<file path="src/rtl/core/ffpra_pkg.sv">
// ----------------------------------------------------------------------------
// ffpra_pkg
// Shared types and constants for the first-fit page range allocator.
// ----------------------------------------------------------------------------
package ffpra_pkg;

	localparam int PAGES_W   = 20;
	localparam int ADDR_W    = 32;
	localparam int CFG_IDX_W = 2;

	localparam logic [PAGES_W-1:0] PAGES_MAX = '1;

	localparam logic [ADDR_W-1:0] RST_REGION_START = 32'h0000_0000;
	localparam logic [ADDR_W-1:0] RST_REGION_END   = 32'h4000_0000;

	localparam logic CMD_ALLOC = 1'b0;
	localparam logic CMD_FREE  = 1'b1;

	localparam logic [CFG_IDX_W-1:0] REG_REGION_START = 2'd0;
	localparam logic [CFG_IDX_W-1:0] REG_REGION_END   = 2'd1;

	typedef logic [PAGES_W-1:0] pages_t;

	typedef enum logic [2:0] {
		ST_OK       = 3'd0,
		ST_ZERO     = 3'd1,
		ST_NOSPACE  = 3'd2,
		ST_DOUBLE   = 3'd3,
		ST_NOTFOUND = 3'd4,
		ST_FULL     = 3'd5
	} status_t;

endpackage

</file>
<file path="src/rtl/core/ffpra_cell.sv">
// ----------------------------------------------------------------------------
// ffpra_cell
// One segment slot of the ring: shifts its entry on towards the seam each
// scan cycle, or loads the rebuild value.
// ----------------------------------------------------------------------------
module ffpra_cell
	import ffpra_pkg::*;
#(
	parameter int            BASE_W    = 20,
	parameter logic          RST_VALID = 1'b0,
	parameter logic [BASE_W-1:0] RST_BASE = '0,
	parameter pages_t        RST_PAGES = '0
) (
	input  logic              clk,
	input  logic              arst_n,
	input  logic              shift,
	input  logic              init,
	input  logic              d_valid,
	input  logic              d_used,
	input  logic [BASE_W-1:0] d_base,
	input  pages_t            d_pages,
	input  logic              init_valid,
	input  logic [BASE_W-1:0] init_base,
	input  pages_t            init_pages,
	output logic              q_valid,
	output logic              q_used,
	output logic [BASE_W-1:0] q_base,
	output pages_t            q_pages
);

	logic              valid_q;
	logic              used_q;
	logic [BASE_W-1:0] base_q;
	pages_t            pages_q;

	always_ff @(posedge clk or negedge arst_n) begin
		if (!arst_n) begin
			valid_q <= RST_VALID;
			used_q  <= 1'b0;
			base_q  <= RST_BASE;
			pages_q <= RST_PAGES;
		end else if (init) begin
			valid_q <= init_valid;
			used_q  <= 1'b0;
			base_q  <= init_base;
			pages_q <= init_pages;
		end else if (shift) begin
			valid_q <= d_valid;
			used_q  <= d_used;
			base_q  <= d_base;
			pages_q <= d_pages;
		end
	end

	assign q_valid = valid_q;
	assign q_used  = used_q;
	assign q_base  = base_q;
	assign q_pages = pages_q;

endmodule

</file>
<file path="src/rtl/core/first_fit_page_range_allocator.sv">
// ----------------------------------------------------------------------------
// first_fit_page_range_allocator
// Address-ordered segment table kept in a ring of cells; each item rotates
// the whole table once past the seam, where first fit, split and free act.
// ----------------------------------------------------------------------------
// channel   signals                                   handshake
// item in   command, request_pages, free_addr         start & !busy
// result    alloc_addr, status                        done, one cycle
// config    cfg_index, cfg_wdata                      cfg_we
//
// From accept to result the table makes one full turn of the cell ring,
// one entry past the seam per cycle. busy falls in the cycle that done is
// high, so the next item may follow. Reset and any write to the region
// start or end register load the table as one free segment. The receiver
// cannot stall; results are never held back.
// ----------------------------------------------------------------------------
module first_fit_page_range_allocator
	import ffpra_pkg::*;
#(
	parameter int MAX_SEGMENTS = 64,
	parameter int PAGE_SHIFT   = 12
) (
	input  logic                 clk,
	input  logic                 arst_n,
	input  logic                 start,
	output logic                 busy,
	input  logic                 command,
	input  pages_t               request_pages,
	input  logic [ADDR_W-1:0]    free_addr,
	input  logic                 cfg_we,
	input  logic [CFG_IDX_W-1:0] cfg_index,
	input  logic [ADDR_W-1:0]    cfg_wdata,
	output logic                 done,
	output logic [ADDR_W-1:0]    alloc_addr,
	output logic [2:0]           status
);

	localparam int BASE_W = ADDR_W - PAGE_SHIFT;
	localparam int CNT_W  = $clog2(MAX_SEGMENTS + 1);
	localparam int IDX_W  = $clog2(MAX_SEGMENTS);

	localparam logic [ADDR_W-1:0] RST_SPAN =
		(RST_REGION_END - RST_REGION_START) >> PAGE_SHIFT;
	localparam pages_t RST_PAGES = (RST_REGION_END <= RST_REGION_START) ? '0 :
		((RST_SPAN > ADDR_W'(PAGES_MAX)) ? PAGES_MAX : PAGES_W'(RST_SPAN));
	localparam logic [BASE_W-1:0] RST_BASE = RST_REGION_START[ADDR_W-1:PAGE_SHIFT];
	localparam logic [CNT_W-1:0]  FULL_CNT = CNT_W'(MAX_SEGMENTS);
	localparam logic [IDX_W-1:0]  LAST_IDX = IDX_W'(MAX_SEGMENTS - 1);

	typedef enum logic {S_IDLE, S_SCAN} state_t;

	// region registers and rebuild value
	logic [ADDR_W-1:0] start_addr_q, end_addr_q;
	logic [ADDR_W-1:0] new_start, new_end, span;
	logic              rebuild;
	logic [BASE_W-1:0] init_base;
	pages_t            init_pages;

	always_ff @(posedge clk or negedge arst_n) begin
		if (!arst_n) begin
			start_addr_q <= RST_REGION_START;
			end_addr_q   <= RST_REGION_END;
		end else if (cfg_we) begin
			if (cfg_index == REG_REGION_START) start_addr_q <= cfg_wdata;
			if (cfg_index == REG_REGION_END)   end_addr_q   <= cfg_wdata;
		end
	end

	always_comb begin
		rebuild   = cfg_we && (cfg_index == REG_REGION_START || cfg_index == REG_REGION_END);
		new_start = (cfg_index == REG_REGION_START) ? cfg_wdata : start_addr_q;
		new_end   = (cfg_index == REG_REGION_END) ? cfg_wdata : end_addr_q;
		span      = (new_end - new_start) >> PAGE_SHIFT;
		init_base = new_start[ADDR_W-1:PAGE_SHIFT];
		if (new_end <= new_start)
			init_pages = '0;
		else if (span > ADDR_W'(PAGES_MAX))
			init_pages = PAGES_MAX;
		else
			init_pages = PAGES_W'(span);
	end

	// cell ring
	logic              c_valid [MAX_SEGMENTS];
	logic              c_used  [MAX_SEGMENTS];
	logic [BASE_W-1:0] c_base  [MAX_SEGMENTS];
	pages_t            c_pages [MAX_SEGMENTS];

	logic              w_valid, w_used;
	logic [BASE_W-1:0] w_base;
	pages_t            w_pages;

	state_t state_q;
	logic   scanning;

	assign scanning = (state_q == S_SCAN);

	for (genvar i = 0; i < MAX_SEGMENTS; i++) begin : g_cell
		logic              d_valid, d_used;
		logic [BASE_W-1:0] d_base;
		pages_t            d_pages;

		if (i == MAX_SEGMENTS - 1) begin : g_tail
			assign d_valid = w_valid;
			assign d_used  = w_used;
			assign d_base  = w_base;
			assign d_pages = w_pages;
		end else begin : g_mid
			assign d_valid = c_valid[i+1];
			assign d_used  = c_used[i+1];
			assign d_base  = c_base[i+1];
			assign d_pages = c_pages[i+1];
		end

		ffpra_cell #(
			.BASE_W    (BASE_W),
			.RST_VALID (i == 0),
			.RST_BASE  ((i == 0) ? RST_BASE : '0),
			.RST_PAGES ((i == 0) ? RST_PAGES : '0)
		) u_cell (
			.clk        (clk),
			.arst_n     (arst_n),
			.shift      (scanning),
			.init       (rebuild),
			.d_valid    (d_valid),
			.d_used     (d_used),
			.d_base     (d_base),
			.d_pages    (d_pages),
			.init_valid (i == 0),
			.init_base  ((i == 0) ? init_base : '0),
			.init_pages ((i == 0) ? init_pages : '0),
			.q_valid    (c_valid[i]),
			.q_used     (c_used[i]),
			.q_base     (c_base[i]),
			.q_pages    (c_pages[i])
		);
	end

	// seam
	logic              cmd_q;
	pages_t            req_q;
	logic [ADDR_W-1:0] faddr_q;
	logic [IDX_W-1:0]  idx_q;
	logic [CNT_W-1:0]  count_q;
	logic              found_q, hold_q;
	logic              hold_valid_q, hold_used_q;
	logic [BASE_W-1:0] hold_base_q;
	pages_t            hold_pages_q;
	status_t           st_q, st_next, res_st;
	logic [ADDR_W-1:0] addr_q, addr_next;
	logic              done_q;
	logic [ADDR_W-1:0] alloc_addr_q;
	status_t           status_q;

	logic              fit, split, full, match, start_hold, found_now;
	logic              m_valid, m_used;
	logic [BASE_W-1:0] m_base;
	pages_t            m_pages;
	logic [ADDR_W-1:0] base_sum;

	always_comb begin
		full  = (count_q == FULL_CNT);
		fit   = (cmd_q == CMD_ALLOC) && (req_q != '0) && !found_q && c_valid[0] &&
			!c_used[0] && (c_pages[0] >= req_q);
		split = fit && (c_pages[0] != req_q);
		match = (cmd_q == CMD_FREE) && !found_q && c_valid[0] &&
			(faddr_q[PAGE_SHIFT-1:0] == '0) && (faddr_q[ADDR_W-1:PAGE_SHIFT] == c_base[0]);
		start_hold = split && !full;
		base_sum   = ADDR_W'(c_base[0]) + ADDR_W'(req_q);

		m_valid   = c_valid[0];
		m_used    = c_used[0];
		m_base    = c_base[0];
		m_pages   = c_pages[0];
		st_next   = st_q;
		addr_next = addr_q;
		if (fit) begin
			if (split && full) begin
				st_next = ST_FULL;
			end else begin
				st_next   = ST_OK;
				addr_next = {c_base[0], {PAGE_SHIFT{1'b0}}};
				m_used    = 1'b1;
				if (split) m_pages = req_q;
			end
		end
		if (match) begin
			if (c_used[0]) begin
				st_next = ST_OK;
				m_used  = 1'b0;
			end else begin
				st_next = ST_DOUBLE;
			end
		end

		if (hold_q) begin
			w_valid = hold_valid_q;
			w_used  = hold_used_q;
			w_base  = hold_base_q;
			w_pages = hold_pages_q;
		end else begin
			w_valid = m_valid;
			w_used  = m_used;
			w_base  = m_base;
			w_pages = m_pages;
		end

		found_now = found_q || fit || match;
		if (cmd_q == CMD_ALLOC && req_q == '0)
			res_st = ST_ZERO;
		else if (!found_now)
			res_st = (cmd_q == CMD_ALLOC) ? ST_NOSPACE : ST_NOTFOUND;
		else
			res_st = st_next;
	end

	always_ff @(posedge clk or negedge arst_n) begin
		if (!arst_n) begin
			state_q <= S_IDLE;
			count_q <= CNT_W'(1);
			found_q <= 1'b0;
			hold_q  <= 1'b0;
			done_q  <= 1'b0;
			idx_q   <= '0;
		end else begin
			done_q <= 1'b0;
			unique case (state_q)
				S_IDLE: begin
					if (rebuild) count_q <= CNT_W'(1);
					if (start) begin
						state_q <= S_SCAN;
						cmd_q   <= command;
						req_q   <= request_pages;
						faddr_q <= free_addr;
						idx_q   <= '0;
						found_q <= 1'b0;
						hold_q  <= 1'b0;
						st_q    <= ST_OK;
						addr_q  <= '0;
					end
				end
				S_SCAN: begin
					found_q <= found_now;
					st_q    <= st_next;
					addr_q  <= addr_next;
					if (hold_q) begin
						hold_valid_q <= c_valid[0];
						hold_used_q  <= c_used[0];
						hold_base_q  <= c_base[0];
						hold_pages_q <= c_pages[0];
					end else begin
						hold_valid_q <= 1'b1;
						hold_used_q  <= 1'b0;
						hold_base_q  <= base_sum[BASE_W-1:0];
						hold_pages_q <= c_pages[0] - req_q;
					end
					if (start_hold) begin
						hold_q  <= 1'b1;
						count_q <= count_q + CNT_W'(1);
					end
					idx_q <= idx_q + IDX_W'(1);
					if (idx_q == LAST_IDX) begin
						state_q      <= S_IDLE;
						done_q       <= 1'b1;
						status_q     <= res_st;
						alloc_addr_q <= (res_st == ST_OK) ? addr_next : '0;
					end
				end
				default: state_q <= S_IDLE;
			endcase
		end
	end

	assign busy       = scanning;
	assign done       = done_q;
	assign alloc_addr = alloc_addr_q;
	assign status     = status_q;

endmodule

</file>
<file path="config.mk">
export PLATFORM = sky130hd
export DESIGN_NAME = first_fit_page_range_allocator
export DESIGN_NICKNAME = d
export VERILOG_FILES = /design/src/rtl/core/ffpra_pkg.sv /design/src/rtl/core/ffpra_cell.sv /design/src/rtl/core/first_fit_page_range_allocator.sv
export SDC_FILE = /design/constraint.sdc
export NUM_CORES = 2
export LEC_CHECK = 0
export BUFFER_PORTS_ARGS = -buffer_cell sky130_fd_sc_hd__buf_2
export CORE_MARGIN = 2
export CORE_UTILIZATION = 35
export CTS_CLUSTER_DIAMETER = 150
export DETAILED_ROUTE_END_ITERATION = 7
export PLACE_DENSITY = 0.55
export SYNTH_ARGS = -nofsm -noshare
export SYNTH_HDL_FRONTEND = slang
export SYNTH_SLANG_ARGS = --single-unit
</file>
<file path="constraint.sdc">
create_clock -name clk -period 3.6 [get_ports clk]
set_clock_uncertainty 0.05 [all_clocks]
set_input_delay 0.72 -clock clk [delete_from_list [all_inputs] [get_ports clk]]
set_output_delay 0.72 -clock clk [all_outputs]
set_load 0.05 [all_outputs]
</file>
# After elaboration in Yosys (flattened, before gate mapping)
# Index checks and enable logic that the tools add are counted.
# W data, S select, Z words.
# classes
reduce_logical	32
n_mux	556
eq_ne	8
n_bitwise	2
n_lt_le_gt_ge	3
n_addsub	5
# op_table
cell	n
$mux W20	265
$mux W1	268
$mux W32	5
$pmux W32 S2	1
$le A32 B32 Y1	1
$sub A32 B32 Y32	1
$mux W3	7
$add A20 B20 Y20	1
$eq A20 B20 Y1	1
$ge A20 B20 Y1	1
$gt A20 B20 Y1 const B	1
$logic_not A20 Y1	1
$ne A20 B20 Y1	1
$reduce_bool A20 Y1	1
$sub A20 B20 Y20	1
$logic_and A1 B1 Y1	14
$mux W7	2
$pmux W7 S2	1
$logic_not A12 Y1	1
$pmux W6 S2	1
$reduce_and A2 Y1	4
$add A7 B1 Y7 const B	1
$eq A7 B7 Y1 const B	1
$add A6 B1 Y6 const B	1
15 further kinds	24
# totals
inputBits	91
out_inout_bits	37
word_cells	881
regBits	2934

# Longest topological paths before layout
# depth
depth_word	15
depth_mapped	15
ltp_nobuf	12

# Modules after synthesis
# A second synthesis with hierarchy kept.
# hier_totals
hier_cells	13028
area_unflattened_um2	140607.4
# modules_own_cells
mod	area_per_inst_um2	n_inst	seq_area_each_um2	cells_each
ffpra_cell at g_cell[10].u_cell ...	1969.4	63	1051.0	181
first_fit_page_range_allocator	14564.0	1	6984.2	1444
ffpra_cell at g_cell[0].u_cell	1971.9	1	1053.5	181

# Worst setup path before layout
# Ideal clock, no wire load.
# synth_path
path_type	input port to flip-flop
from	in cfg_index[0]
to	reg g_cell[0].u_cell.pages_q[19]
setup_ns	0.122
t_arrival_ns	3.857
t_required_ns	3.428
n_path_buf	1
cell_stages	13
path_slack_ns	-0.429
path_cell_list	nor2_1 > clkbuf_1 > mux2i_1 > ha_1 > a211o_1 > o211ai_2 > a31oi_2 > o31ai_4 > a21oi_2 > nor3_4 > nor4_1 > or4_1 > a32o_1
# synth_between
elab_chain_cells	7
elab_cells_between_ends	13
classes_between	1 x add/sub; 2 x order compare; 1 x eq/ne; 5 x mux; 4 x reduce/logical
# synth_rtl
element	line	rtl
from (decl)	first_fit_page_range_allocator.sv:31	input logic [CFG_IDX_W-1:0] cfg_index,
$eq A2 B1 Y1 or $logic_not A2 Y1 (tied branches)	first_fit_page_range_allocator.sv:70, first_fit_page_range_allocator.sv:72, first_fit_page_range_allocator.sv:71	
$mux W32	--	
$sub A32 B32 Y32	first_fit_page_range_allocator.sv:73	span = (new_end - new_start) >> PAGE_SHIFT;
$gt A20 B20 Y1	first_fit_page_range_allocator.sv:77	else if (span > ADDR_W'(PAGES_MAX))
$mux W20	first_fit_page_range_allocator.sv:77	
$mux W20	first_fit_page_range_allocator.sv:75	if (new_end <= new_start)
$mux W20	ffpra_cell.sv:42	end else if (init) begin
to (signal assigned)	ffpra_cell.sv:46	pages_q <= init_pages;
to (signal assigned)	ffpra_cell.sv:51	pages_q <= d_pages;
to (decl)	ffpra_cell.sv:34	pages_t pages_q;
# Several ways; a longest one is shown, not always the timed one.
# A chain may end at the register's enable or synchronous reset.

# Worst setup path in the final report
# layout_path
from	reg req_q[0]
to	reg alloc_addr_q[4] (netlist: alloc_addr[4]), data pin
# layout_between
elab_chain_cells	14
elab_cells_between_ends	22
classes_between	1 x order compare; 1 x eq/ne; 7 x mux; 13 x reduce/logical
# layout_rtl
element	line	rtl
from (decl)	first_fit_page_range_allocator.sv:141	pages_t req_q;
from (signal assigned)	first_fit_page_range_allocator.sv:233	req_q <= request_pages;
parallel branches: the longest is 14 deep, another holds $ge A20 B20 Y1	--	
to (signal assigned)	first_fit_page_range_allocator.sv:266	alloc_addr_q <= (res_st == ST_OK) ? addr_next : '0;
to (decl)	first_fit_page_range_allocator.sv:152	logic [ADDR_W-1:0] alloc_addr_q;
# Several ways; the timed one is not identified.

==> impl_metrics.tcl <==
set metrics [dict create \
    outcome "completed" \
    wirelength_um 249000 \
    p_switching_mw 20.1 \
    tns_ns 0 \
    crit_path_max_fanout 32 \
    p_sw_frac 0.255 \
    drtIter0Drc 5175 \
    drv_slew 0 \
    die_w_um 592 \
    ctsHtreeMaxLevel 5 \
    syn-num-nets 10200 \
    dieArea_mm2 0.350 \
    grt-ovfl-total 0 \
    synth-edff-count 165 \
    clk_latency_ns 0.90 \
    dp_hpwl_um 151000 \
    root_buffer "clkbuf_16" \
    core_area_mm2 0.344 \
    initial_utilization 0.352 \
    portBuffers 127 \
    post_cts_buffers 0 \
    avgSynthCellArea_um2 12.1 \
    io-pin-count 128 \
    period_share 0.960 \
    drive_gt1_frac 0.102 \
    grt_use_total 0.142 \
    clkPwrFrac 0.418 \
    multi_input_area_mm2 0.0441 \
    power_frac_comb 0.124 \
    slew_headroom 0.294 \
    antenna_found_initial 11 \
    clock_sinks 2934 \
    criticalPathCategory "flop to flop" \
    ys_types 74 \
    p_int_mw 58.7 \
    synth.yosys.seq_area_share 0.614 \
    cts_tree "done" \
    seq_area_mm2 0.0743 \
    vias_per_cell 4.74 \
    power.share.sequential 0.458 \
    clk_path_buf_depth 4 \
    layout.nets 10400 \
    required_ns 4.27 \
    grt_pass1_wl_um 414000 \
    hold_viol 0 \
    setup_viol 0 \
    cap_violations 0 \
    nFillCells 32400 \
    synth-async-reset-ratio 0.944 \
    cts_buffers 317 \
    layout_setup_ws_ns 0.145 \
    synth-seq-cells 2934 \
    critPathLaunchType "flop" \
    peakVddDrop_uv 395 \
    fmax_mhz 289 \
    grt_pass1_vias 73100 \
    die_y_um 592 \
    num_rows 215 \
    worst_slew_pin_slew_ns 1.06 \
    worstSetupEndpointType "flop" \
    ys_warn_count 0 \
    place_ws_ns -0.490 \
    synth_cells 10000 \
    gp_congestion 0.819 \
    route.detailed.drc 0 \
    power_density_mw_per_mm2 564 \
    grt_max_degree 178 \
    dr.pass1.iters 5 \
    final_common_cell "nor2_1" \
    ant_nets 0 \
    clkTransAtPathRegs_ns 0.06 \
    syn-cell-area_mm2 0.121 \
    power.leakage_nw 83.8 \
    post_drt_wl_per_cell_um 16.6 \
    finalCriticalPeriod_ns 3.46 \
    synthToLayoutAreaGrowth_pct 15.5 \
    arrival_ns 4.12 \
    vias 71100 \
    final_util 0.407 \
    synthFlopType "dfrtp_1" \
    rsz0062_at_grt "false" \
    holdCritPathClass "input pin to flop" \
    layout_common_cells "nor2_1 (2780), dfrtp_1 (2763), mux2i_1 (2703), clkbuf_16 (326), buf_4 (258)" \
]
[cell families (layout without fill, tap and decap cells)]
kind of cell             Yosys count  in the layout  synth area share
multiplexers                    2773           2773             0.230
adder cells (fa/ha/maj)           76             76           0.00799
XOR/XNOR                          65             65           0.00471
AND/OR/NAND/NOR                 3082           3082             0.101
buffers and inverters            708           1135            0.0222
AO/OA/AOI/OAI                    376            376            0.0204
flip-flops                      2934           2934             0.614
other                              0              4                 0
[repair_timing]
action / CTS / global route
setup endpoints to repair: 0 / 9
gates resized for setup: 0 / 1
hold buffers: 54 / 0
hold endpoints to repair: 67 / 0
[cell usage after synthesis, types with 4 or more instances]
master	instances	area, um2
a211oi_1	46	345
a21o_1	22	165
a21oi_1	102	510
a221o_1	4	40.0
a31oi_1	8	50.1
a32o_1	21	210
a41oi_1	5	43.8
and2_1	12	75.1
and3_1	20	125
and4_1	5	43.8
buf_1	85	319
buf_2	6	30.0
buf_4	4	30.0
clkbuf_1	567	2130
dfrtp_1	2765	69200
dfstp_2	4	105
edfxtp_1	165	4950
ha_1	74	926
inv_1	46	173
mux2_2	69	777
mux2i_1	2704	27100
nand2_1	79	297
nand2b_1	41	257
nand3_1	20	100
nand4_1	19	119
nor2_1	2781	10400
nor2b_1	35	219
nor3_1	17	85.1
nor3b_1	15	113
nor4_1	13	81.3
o211ai_1	8	60.1
o21a_1	19	143
o21ai_0	85	425
o21bai_1	4	30.0
o22ai_1	5	31.3
o31ai_1	10	75.1
or2_2	4	25.0
or3_1	5	31.3
xnor2_1	34	298
xor2_1	31	272
[final cells by class]
class	count	share of cell area
diodes	4	0.0000717
inverters	46	0.00124
multi-input cells	6372	0.316
flip-flops and latches	2934	0.532
repair buffers	525	0.0347
clock inverters	108	0.00945
well taps	4557	0.0408
clock buffers	456	0.0663
[sequential cells by signal, indices dropped and copies added, names as in the netlist, 3 cells and up]
register	count
count_q	7
idx_q	6
g_cell.u_cell.q_used	64
alloc_addr	32
hold_base_q	20
faddr_q	32
g_cell.u_cell.q_base	1280
status	3
st_q	3
req_q	20
start_addr_q	32
hold_pages_q	20
g_cell.u_cell.q_valid	64
g_cell.u_cell.q_pages	1280
end_addr_q	32
addr_q	32
[worst max-delay path: stages (launching register included)]
cell and delay (ns):
edfxtp_1 0.51, ha_1 0.26, fa_1 0.42, nor2b_1 0.13, o21ai_0 0.10, a21oi_1 0.20
o21ai_0 0.19, nand4b_1 0.23, nand3_2 0.19, a21oi_1 0.21, buf_4 0.18, o211ai_2 0.13
buf_12 0.21, nor3b_1 0.25
[metal layers]
metal / global-route usage / vias up / routed length (um)
li1: - / 34300 / -
met1: 0.209 / 35500 / 122000
met3: 0.0230 / 397 / 8920
met2: 0.216 / 904 / 111000
met4: 0.0378 / 14 / 6230
met5: 0 / - / 78
[power groups by stage]
stage	Sequential (mW)	Combinational [mW]	Clock, mW
after global placement	36.7	9.72	0
after floorplan	36.1	6.79	0
final	36.1	9.76	33.0
after CTS	36.1	9.91	34.2
after detailed placement	36.7	9.83	0
after global routing	36.3	10.7	35.6
[path summary, 6_finish.rpt]
kind                             from                             to  slack (ns)  depth (start not counted)
max                          req_q[0]                  alloc_addr[4]        0.14                         13
min                             start                       idx_q[1]        0.11                          2
max reg2reg                  req_q[0]                  alloc_addr[4]        0.14                         13
min reg2reg                count_q[6]                     count_q[6]        0.44                          1
max in group asynchronous      arst_n    g_cell[33].u_cell.q_base[5]        1.61                          4
min in group asynchronous      arst_n  g_cell[33].u_cell.q_pages[14]        0.38                          2
[through the flow]
stage | area [um2] | total power, mW | hold slack (ns) | cells
CTS | 140000 | 80.2 | 0.0274 | 15000
detailed placement | 129000 | 46.5 | 0.439 | 14400
floorplan | 121000 | 42.9 | 0.374 | 10000
global placement | 129000 | 46.4 | 0.413 | 14400
finish | 140000 | 78.8 | 0.106 | 15000
global route | 140000 | 82.6 | 0.0723 | 15000
Power figures use the tool's default switching activity.
